$ cat src/rtl/rce_ram.sv
module rce_ram #(
  parameter int WIDTH = 8,
  parameter int DEPTH = 16
) (
  input  logic                     clk,
  input  logic                     we,
  input  logic [$clog2(DEPTH)-1:0] waddr,
  input  logic [WIDTH-1:0]         wdata,
  input  logic [$clog2(DEPTH)-1:0] raddr,
  output logic [WIDTH-1:0]         rdata
);

  logic [WIDTH-1:0] mem [DEPTH];

  always_ff @(posedge clk) begin
    if (we) begin
      mem[waddr] <= wdata;
    end
    rdata <= mem[raddr];
  end

endmodule

$ cat config.mk
export PLATFORM = sky130hd
export DESIGN_NAME = rce_ram
export DESIGN_NICKNAME = d
export VERILOG_FILES = /design/src/rtl/rce_ram.sv
export SDC_FILE = /design/constraint.sdc
export NUM_CORES = 1
export LEC_CHECK = 0
export BUFFER_PORTS_ARGS = -buffer_cell sky130_fd_sc_hd__clkbuf_2
export CORE_MARGIN = 1.5
export CORE_UTILIZATION = 45
export DETAILED_ROUTE_END_ITERATION = 16
export PLACE_DENSITY = 0.64
export REMOVE_ABC_BUFFERS = 1
export SLEW_MARGIN = 5
export SYNTH_ARGS = -nofsm -noshare
export SYNTH_HDL_FRONTEND = slang
export SYNTH_SLANG_ARGS = --single-unit
$ cat constraint.sdc
create_clock -name clk -period 3.95 [get_ports clk]
set_input_delay 0.395 -clock clk [delete_from_list [all_inputs] [get_ports clk]]
set_output_delay 0.395 -clock clk [all_outputs]
set_load 0.005 [all_outputs]
Word level (Yosys, flattened, before mapping)

Memories as Yosys holds them, arrays and structs flattened. A register that Yosys moved wholly into a read port is not among the register bits.
Index checks and enable logic that the tools add are counted.

Register bits: 0
Memory bits (writable): 128
Bits of input ports: 18
Memories: 1

Memories:

| name | depth | width | rd ports | clocked after memory_dff | write ports | line | text |
|---|---|---|---|---|---|---|---|
| mem  | 16    | 8     | 1        | 1                        | 1           | 13   | `logic [WIDTH-1:0] mem [DEPTH];` |

Multiplexer cells: 2

Operator list:

| kind   | count |
|---|---|
| $mux 1 | 2 |

Longest topological paths before layout

Gate-level depths: netlist of run 1.

Depth after elaboration: 2
Gate-level depth with buffers: 5
Mapped depth without buffers: 3

Worst setup path after synthesis of run 1

OpenSTA, ideal clock, no wires.

Kind: input -> register
From: input port waddr[2]
To: memory mem[0][0] (enable)
Library setup time: 0.383 ns
Arrival: 1.505 ns
Required time: 3.567 ns
Slack: 2.062 ns
Stages on the path: 2
Buffers on the path: 0
Cells stage by stage: or3b_2 -> nor3_1

RTL lines:

| item               | line | text |
|---|---|---|
| start: declaration | 7    | `input logic [$clog2(DEPTH)-1:0] waddr,` |
| end: declaration   | 13   |  |

No word-level cell before the write port.

==> results of run 1 <==
-- power by group through the flow --
stage	logic (mW)	clock network (mW)	registers, mW
6_report	0.139	1.74	1.62
5_1_grt	0.152	1.83	1.63
4_1_cts	0.142	1.77	1.62
3_5_place_dp	0.141	0	1.65
3_3_place_gp	0.137	0	1.65
2_1_floorplan	0.0647	0	1.65
-- cell families after synthesis --
kind of cell / share of synthesized area [%]
flip-flops: 77.78
buffers and inverters: 1.677
multiplexers: 15.02
AND/OR/NAND/NOR: 3.184
AO/OA/AOI/OAI: 2.334
-- worst max-delay path: cells and delay by family --
family                 cells  cell delay (ns)
AO/OA/AOI/OAI              1             0.30
buffers and inverters      2             0.55
multiplexers               1             0.63
AND/OR/NAND/NOR            1             0.09
-- placed cells by master (no fill, tap or decap), types with 2 or more instances in the layout --
| master | instances |
|---|---|
| edfxtp_1 | 128 |
| clkbuf_2 | 25 |
| mux4_2 | 18 |
| clkbuf_16 | 17 |
| a22oi_1 | 16 |
| mux4_1 | 14 |
| nor2_1 | 13 |
| nand2_1 | 9 |
| dfxtp_1 | 8 |
| bufinv_16 | 6 |
| clkinv_2 | 5 |
| buf_4 | 5 |
| nor3_1 | 4 |
| nand3b_1 | 2 |
| nand2b_1 | 2 |
| clkinvlp_4 | 2 |
-- final timing paths --
kind	endpoint	depth (start not counted)	slack (ns)	startpoint
max	rdata[3]$_DFF_P_	5	2.26	raddr[0]
min reg2reg	rdata[3]$_DFF_P_	3	0.67	mem[12][3]$_DFFE_PP_
max reg2reg	rdata[5]$_DFF_P_	3	2.59	mem[1][5]$_DFFE_PP_
min	mem[7][0]$_DFFE_PP_	1	0.41	wdata[0]
-- layout make-up --
class | instances | share of cell area, %
Sequential cell | 136 | 66.10
Multi-Input combinational cell | 83 | 17.46
Clock buffer | 18 | 7.085
Clock inverter | 14 | 3.780
Tap cell | 140 | 2.892
Timing Repair Buffer | 30 | 2.685
-- sequential cells by signal (all words and copies together) (netlist names) --
| name | count |
|---|---|
| mem | 128 |
| rdata | 8 |
-- layer usage --
metal  up-vias  wire length [um]  GRT usage [%]
met5         -                 0              0
met4         0                97          7.792
met3         9               438          4.446
met2        70              4760          28.39
met1      1228              3998          23.14
li1       1052                 -              -
==> summary.log, run 1 <==
[status] outcome finished clean
[layout] final core utilization 55.15%
[layout] fin area 6057 um2
[place] gp weighted congestion 0.7768
[place] number of instances in the placed design 389
[layout] Post-layout nets 286
[critical_path] Max stage delay on crit path 0.63 ns
[floorplan] area of the die 12090 um2
[floorplan] io pins 26
[run] max-cap violation count 0
[global_route] total overflow reported by the global router 0
[floorplan] initial standard-cell utilization of the core 46.87%
[layout] ratio of cells with drive above 1 in the final layout 28.47%
[floorplan] area of the core 10980 um2
[critical_path] worst path required time 4.25 ns
[yosys] synthesized area per cell 22.48 um2
[pwr] NetSw 0.6526 mW
[place] Final HPWL DP 5.828 mm
[global_route] number of antenna violations at the first check in global routing 0
[route] number of remaining DRC errors 0
[yosys] part of the Yosys area used for sequential elements 77.78%
[clock_network] TritonCTS buffer count 17
[critical_path] CP Launch Type primary input
[pwr] VDD IR-drop max 0.2948 mV
[critical_path] critical path peak fanout 32
[worst_hold_path] worst min path class primary input to flop
[timing] clock period minus worst slack 1.687 ns
[clock_network] Hold-fix buffers, CTS 0
[pwr] sequential share of power 46.3%
[floorplan] Die H 110.0 um
[route] DRT Wirelength 9.294 mm
[route] routed length per placed instance 22.08 um
[route] number of violations reported at the end of detailed-routing iteration 0 118
[yosys] unique cell type count in the Yosys netlist 19
[timing] max-slew violation count 0
[global_route] total routing usage reported by global routing 17.73%
[timing] setup repair after global routing missed its margin no
[pwr] total power of the final layout 3.503 mW
[layout] count of inserted antenna diode cells 0
[pwr] Combinational Power Share 4.0%
[timing] final-report hold violation count 0
[timing] final-report setup violation count 0
[global_route] pin count of the biggest net entering global routing 33
[layout] fillers 813
[critical_path] critical path type primary input to flop
[global_route] via count of the first global-routing pass 2462
[yosys] yosys synthesis warning count 0
[pwr] share of total power consumed by net switching 18.63%
[clock_network] Root Buffer Master clkbuf_16
[clock_network] number of buffers on the longest clock path 2
[place] placed standard-cell area 5399 um2
[yosys] ys flop type edfxtp_1
[route] via count of the routed design 2359
[critical_path] critical-path cell list clkbuf_2 -> buf_4 -> mux4_1 -> a22oi_1 -> nand2_1
[clock_network] clock tree from TritonCTS yes
[yosys] synth cell count leaders edfxtp_1, mux4_2, a22oi_1
[critical_path] Slowest cell on crit path mux4_1
[timing] worst-case clock skew 0.01185 ns
[floorplan] row count 38
[layout] Area growth syn-to-layout 17.67%
[route] vias per std cell 5.603
[place] minimum setup slack after placement 1.786 ns
[yosys] Syn Inst Count 229
[timing] Total Neg Setup Slack 0 ns
[clock_network] worst skew pair latency 0.41 ns
[timing] max_slew headroom 36.62%
[layout] number of non-filler instances in the completed layout 421
[critical_path] element type at the critical path end flop
[pwr] leakage dissipation 2.043 nW
[yosys] share of Yosys cell area claimed by the top area cell type 74.67%
[layout] sequential cell area 4004 um2
[timing] worst hold slack 0.4104 ns
[critical_path] critical path arrival 1.98 ns
[yosys] flip-flop and latch count after synthesis 136
[yosys] FFs w/ async S/R, synth 0%
[timing] FMAX 0.5929 GHz
[timing] final clock period utilization by the worst path 42.70%
[yosys] count of flip-flops with a built-in enable after synthesis 128
[global_route] first-pass GRT wire length 14.32 mm
[clock_network] post-cts sizing count 0
[clock_network] Clk pin slew, worst setup/hold paths 0.06 ns
[clock_network] Sinks on Clock Net 136
[pwr] Internal Power 2.850 mW
[yosys] top-count cell post-synth edfxtp_1
[timing] slew at the pin closest to its max-slew limit 0.9472 ns
[pwr] areal power density over the cells 578.3 nW/um2
[route] number of iterations in the first detailed-routing pass 4
[clock_network] H-tree lvl count 4
[yosys] Synth Cell Area 5147 um2
[yosys] cell taking the most area after synthesis edfxtp_1
[place] count of input and output buffers 25
[clock_network] # Post-CTS Setup Buffers 0
[layout] multi-input gate area in the final layout 1057 um2
[route] number of nets still failing antenna checks after routing 0
[yosys] main area contributors after synthesis edfxtp_1, mux4_2, mux4_1
[floorplan] Die X-Extent 110.0 um
[pwr] clock network power share 49.7%
[timing] worst setup slack after layout 2.263 ns
Note: power is estimated with default switching activity, not from simulation.
==> run 2, diff against run 1 <==
Settings changed: ABC_AREA set to 1, PLACE_DENSITY 0.64 to 0.63.
Clock period 3.95 ns to 1.59 ns, I/O delays scaled along.
==> run 2 against run 1 <==
Against the previous run:
- flip-flop and latch count is the same
- via count grew 61%
- setup slack lost 1.7 ns
- clock power grew 120%
- wire length grew 35%
- largest power group is now registers
==> summary.log, run 2 <==
[layout] most used cells in the layout excluding fill and tap cells nand2_1, edfxtp_1, inv_1, nand3_1, clkbuf_2
[global_route] pin count of the biggest net entering global routing 65
[yosys] share of Yosys cell area claimed by the top area cell type 66.65%
[timing] slew at the pin closest to its max-slew limit 0.6576 ns
[route] DRT Wirelength 12.53 mm
[timing] Total Neg Setup Slack 0 ns
[route] number of remaining DRC errors 0
[yosys] top-count cell post-synth nand2_1
[layout] registers with the highest flip-flop counts mem (128), rdata (8)
[floorplan] Die H 116.2 um
[timing] clock period minus worst slack 1.038 ns
[timing] final clock period utilization by the worst path 65.27%
[critical_path] worst path required time 1.43 ns
[pwr] areal power density over the cells 1253 nW/um2
[critical_path] critical path arrival 0.88 ns
[clock_network] worst skew pair latency 0.41 ns
[timing] final-report hold violation count 0
[floorplan] io pins 26
[layout] Post-layout nets 610
[status] outcome finished clean
[critical_path] critical path peak fanout 1
[global_route] number of antenna violations at the first check in global routing 0
[timing] worst-case clock skew 0.008446 ns
[yosys] synth cell count leaders nand2_1, edfxtp_1, inv_1
[timing] setup repair after global routing missed its margin no
[yosys] cell taking the most area after synthesis edfxtp_1
[yosys] count of flip-flops with a built-in enable after synthesis 128
[place] Final HPWL DP 7.472 mm
[yosys] part of the Yosys area used for sequential elements 69.43%
[critical_path] Max stage delay on crit path 0.35 ns
[place] count of input and output buffers 25
[route] routed length per placed instance 16.12 um
[floorplan] row count 41
[route] via count of the routed design 3803
[global_route] total routing usage reported by global routing 20.30%
[clock_network] H-tree lvl count 4
[yosys] unique cell type count in the Yosys netlist 12
[timing] max-slew violation count 0
[global_route] via count of the first global-routing pass 3801
[timing] max_slew headroom 56.11%
[yosys] yosys synthesis warning count 0
[global_route] total overflow reported by the global router 0
[clock_network] Root Buffer Master clkbuf_16
[place] gp weighted congestion 0.7998
[critical_path] element type at the critical path end output pin
[clock_network] TritonCTS buffer count 17
[yosys] ys flop type edfxtp_1
[critical_path] critical-path cell list clkbuf_2
[layout] register with the highest flop count mem
[global_route] first-pass GRT wire length 19.95 mm
[clock_network] Sinks on Clock Net 136
[floorplan] Die X-Extent 116.2 um
[clock_network] post-cts sizing count 0
[layout] Area growth syn-to-layout 16.55%
[yosys] main area contributors after synthesis edfxtp_1, nand2_1, nand3_1
[clock_network] Hold-fix buffers, CTS 0
[critical_path] Slowest cell on crit path dfxtp_1
[route] number of iterations in the first detailed-routing pass 4
[layout] fillers 1052
[clock_network] number of buffers on the longest clock path 2
[clock_network] Clk pin slew, worst setup/hold paths 0.06 ns
[route] number of nets still failing antenna checks after routing 0
[yosys] flip-flop and latch count after synthesis 136
[layout] count of inserted antenna diode cells 0
[pwr] VDD IR-drop max 0.7094 mV
[yosys] Synth Cell Area 5767 um2
[worst_hold_path] worst min path class primary input to flop
[route] vias per std cell 4.894
[yosys] synthesized area per cell 10.47 um2
[layout] max FFs per register 128
[pwr] leakage dissipation 2.930 nW
[timing] FMAX 0.9636 GHz
[floorplan] initial standard-cell utilization of the core 45.88%
[yosys] Syn Inst Count 551
[layout] ratio of cells with drive above 1 in the final layout 12.89%
[yosys] FFs w/ async S/R, synth 0%
[timing] final-report setup violation count 0
[layout] most common cell after layout, fill and taps aside nand2_1
[critical_path] CP bufs+invs 1
[run] max-cap violation count 0
[critical_path] critical path type flop to output pin
[critical_path] cell type group with the largest total delay on the critical path flip-flops
[critical_path] CP Launch Type flop
[floorplan] area of the core 12570 um2
[floorplan] area of the die 13500 um2
[route] number of violations reported at the end of detailed-routing iteration 0 289
[clock_network] # Post-CTS Setup Buffers 0
[timing] worst hold slack 0.1614 ns
[clock_network] clock tree from TritonCTS yes
run 2: cell count changes in the layout (fill, tap and decap cells not counted), moves of 14 or more:
cell     change
nand3_1     +96
mux4_1      -14
mux4_2      -18
a22oi_1     -16
nand2_1    +164
inv_1      +100
buf_4       +14
run 2: final cells by class:
type | count | area [um2] | area share [%]
flip-flops and latches | 136 | 4004 | 59.57
multi-input cells | 289 | 1214 | 18.06
clock buffers | 20 | 446.7 | 6.646
inverters | 102 | 382.9 | 5.696
repair buffers | 46 | 307.8 | 4.579
well taps | 172 | 215.2 | 3.202
clock inverters | 12 | 151.4 | 2.252
run 2: metal layers:
| metal | GRT usage (%) | part of all wire (%) | vias to the layer above |
|---|---|---|---|
| met1 | 26.53 | 42 | 1792 |
| met4 | 7.154 | 1.5 | 0 |
| met3 | 4.567 | 6.2 | 16 |
| met2 | 33.65 | 50 | 137 |
| li1 | - | - | 1858 |
| met5 | 0 | 0 | - |
run 2: path summary, 6_finish.rpt:
kind,from,to,slack (ns),depth (start not counted)
min,raddr[3],rdata[4]$_DFF_P_,0.16,3
max,rdata[4]$_DFF_P_,rdata[4],0.55,1
max reg2reg,mem[0][3]$_DFFE_PP_,rdata[3]$_DFF_P_,0.57,6
min reg2reg,mem[10][6]$_DFFE_PP_,rdata[6]$_DFF_P_,0.67,6
run 2: kinds of logic (layout without fill, tap and decap cells):
family / Yosys count / in the layout / synth area share [%]
buffers and inverters: 126 / 180 / 9.525
DFF: 136 / 136 / 69.43
and+or+nand+nor: 289 / 289 / 21.05
run 2: metrics by stage:
| step | cells | utilization, % | setup slack, ns | total power, mW | instance area [um2] |
|---|---|---|---|---|---|
| global route | 777 | 53.48 | 0.4567 | 8.696 | 6721 |
| CTS | 777 | 53.48 | 0.5199 | 8.486 | 6721 |
| finish | 777 | 53.48 | 0.5522 | 8.420 | 6721 |
| floorplan | 527 | - | 0.4505 | 4.320 | 5600 |
| global placement | 745 | 48.72 | 0.3232 | 4.571 | 6123 |
| detailed placement | 745 | 48.72 | 0.2696 | 4.579 | 6123 |
run 2: power breakdown:
group | total, mW | switching (mW) | internal, mW
clock network | 3.91 | 1.41 | 2.50
logic | 0.472 | 0.328 | 0.144
registers | 4.04 | 0.0260 | 4.01
total | 8.42 | 1.76 | 6.66
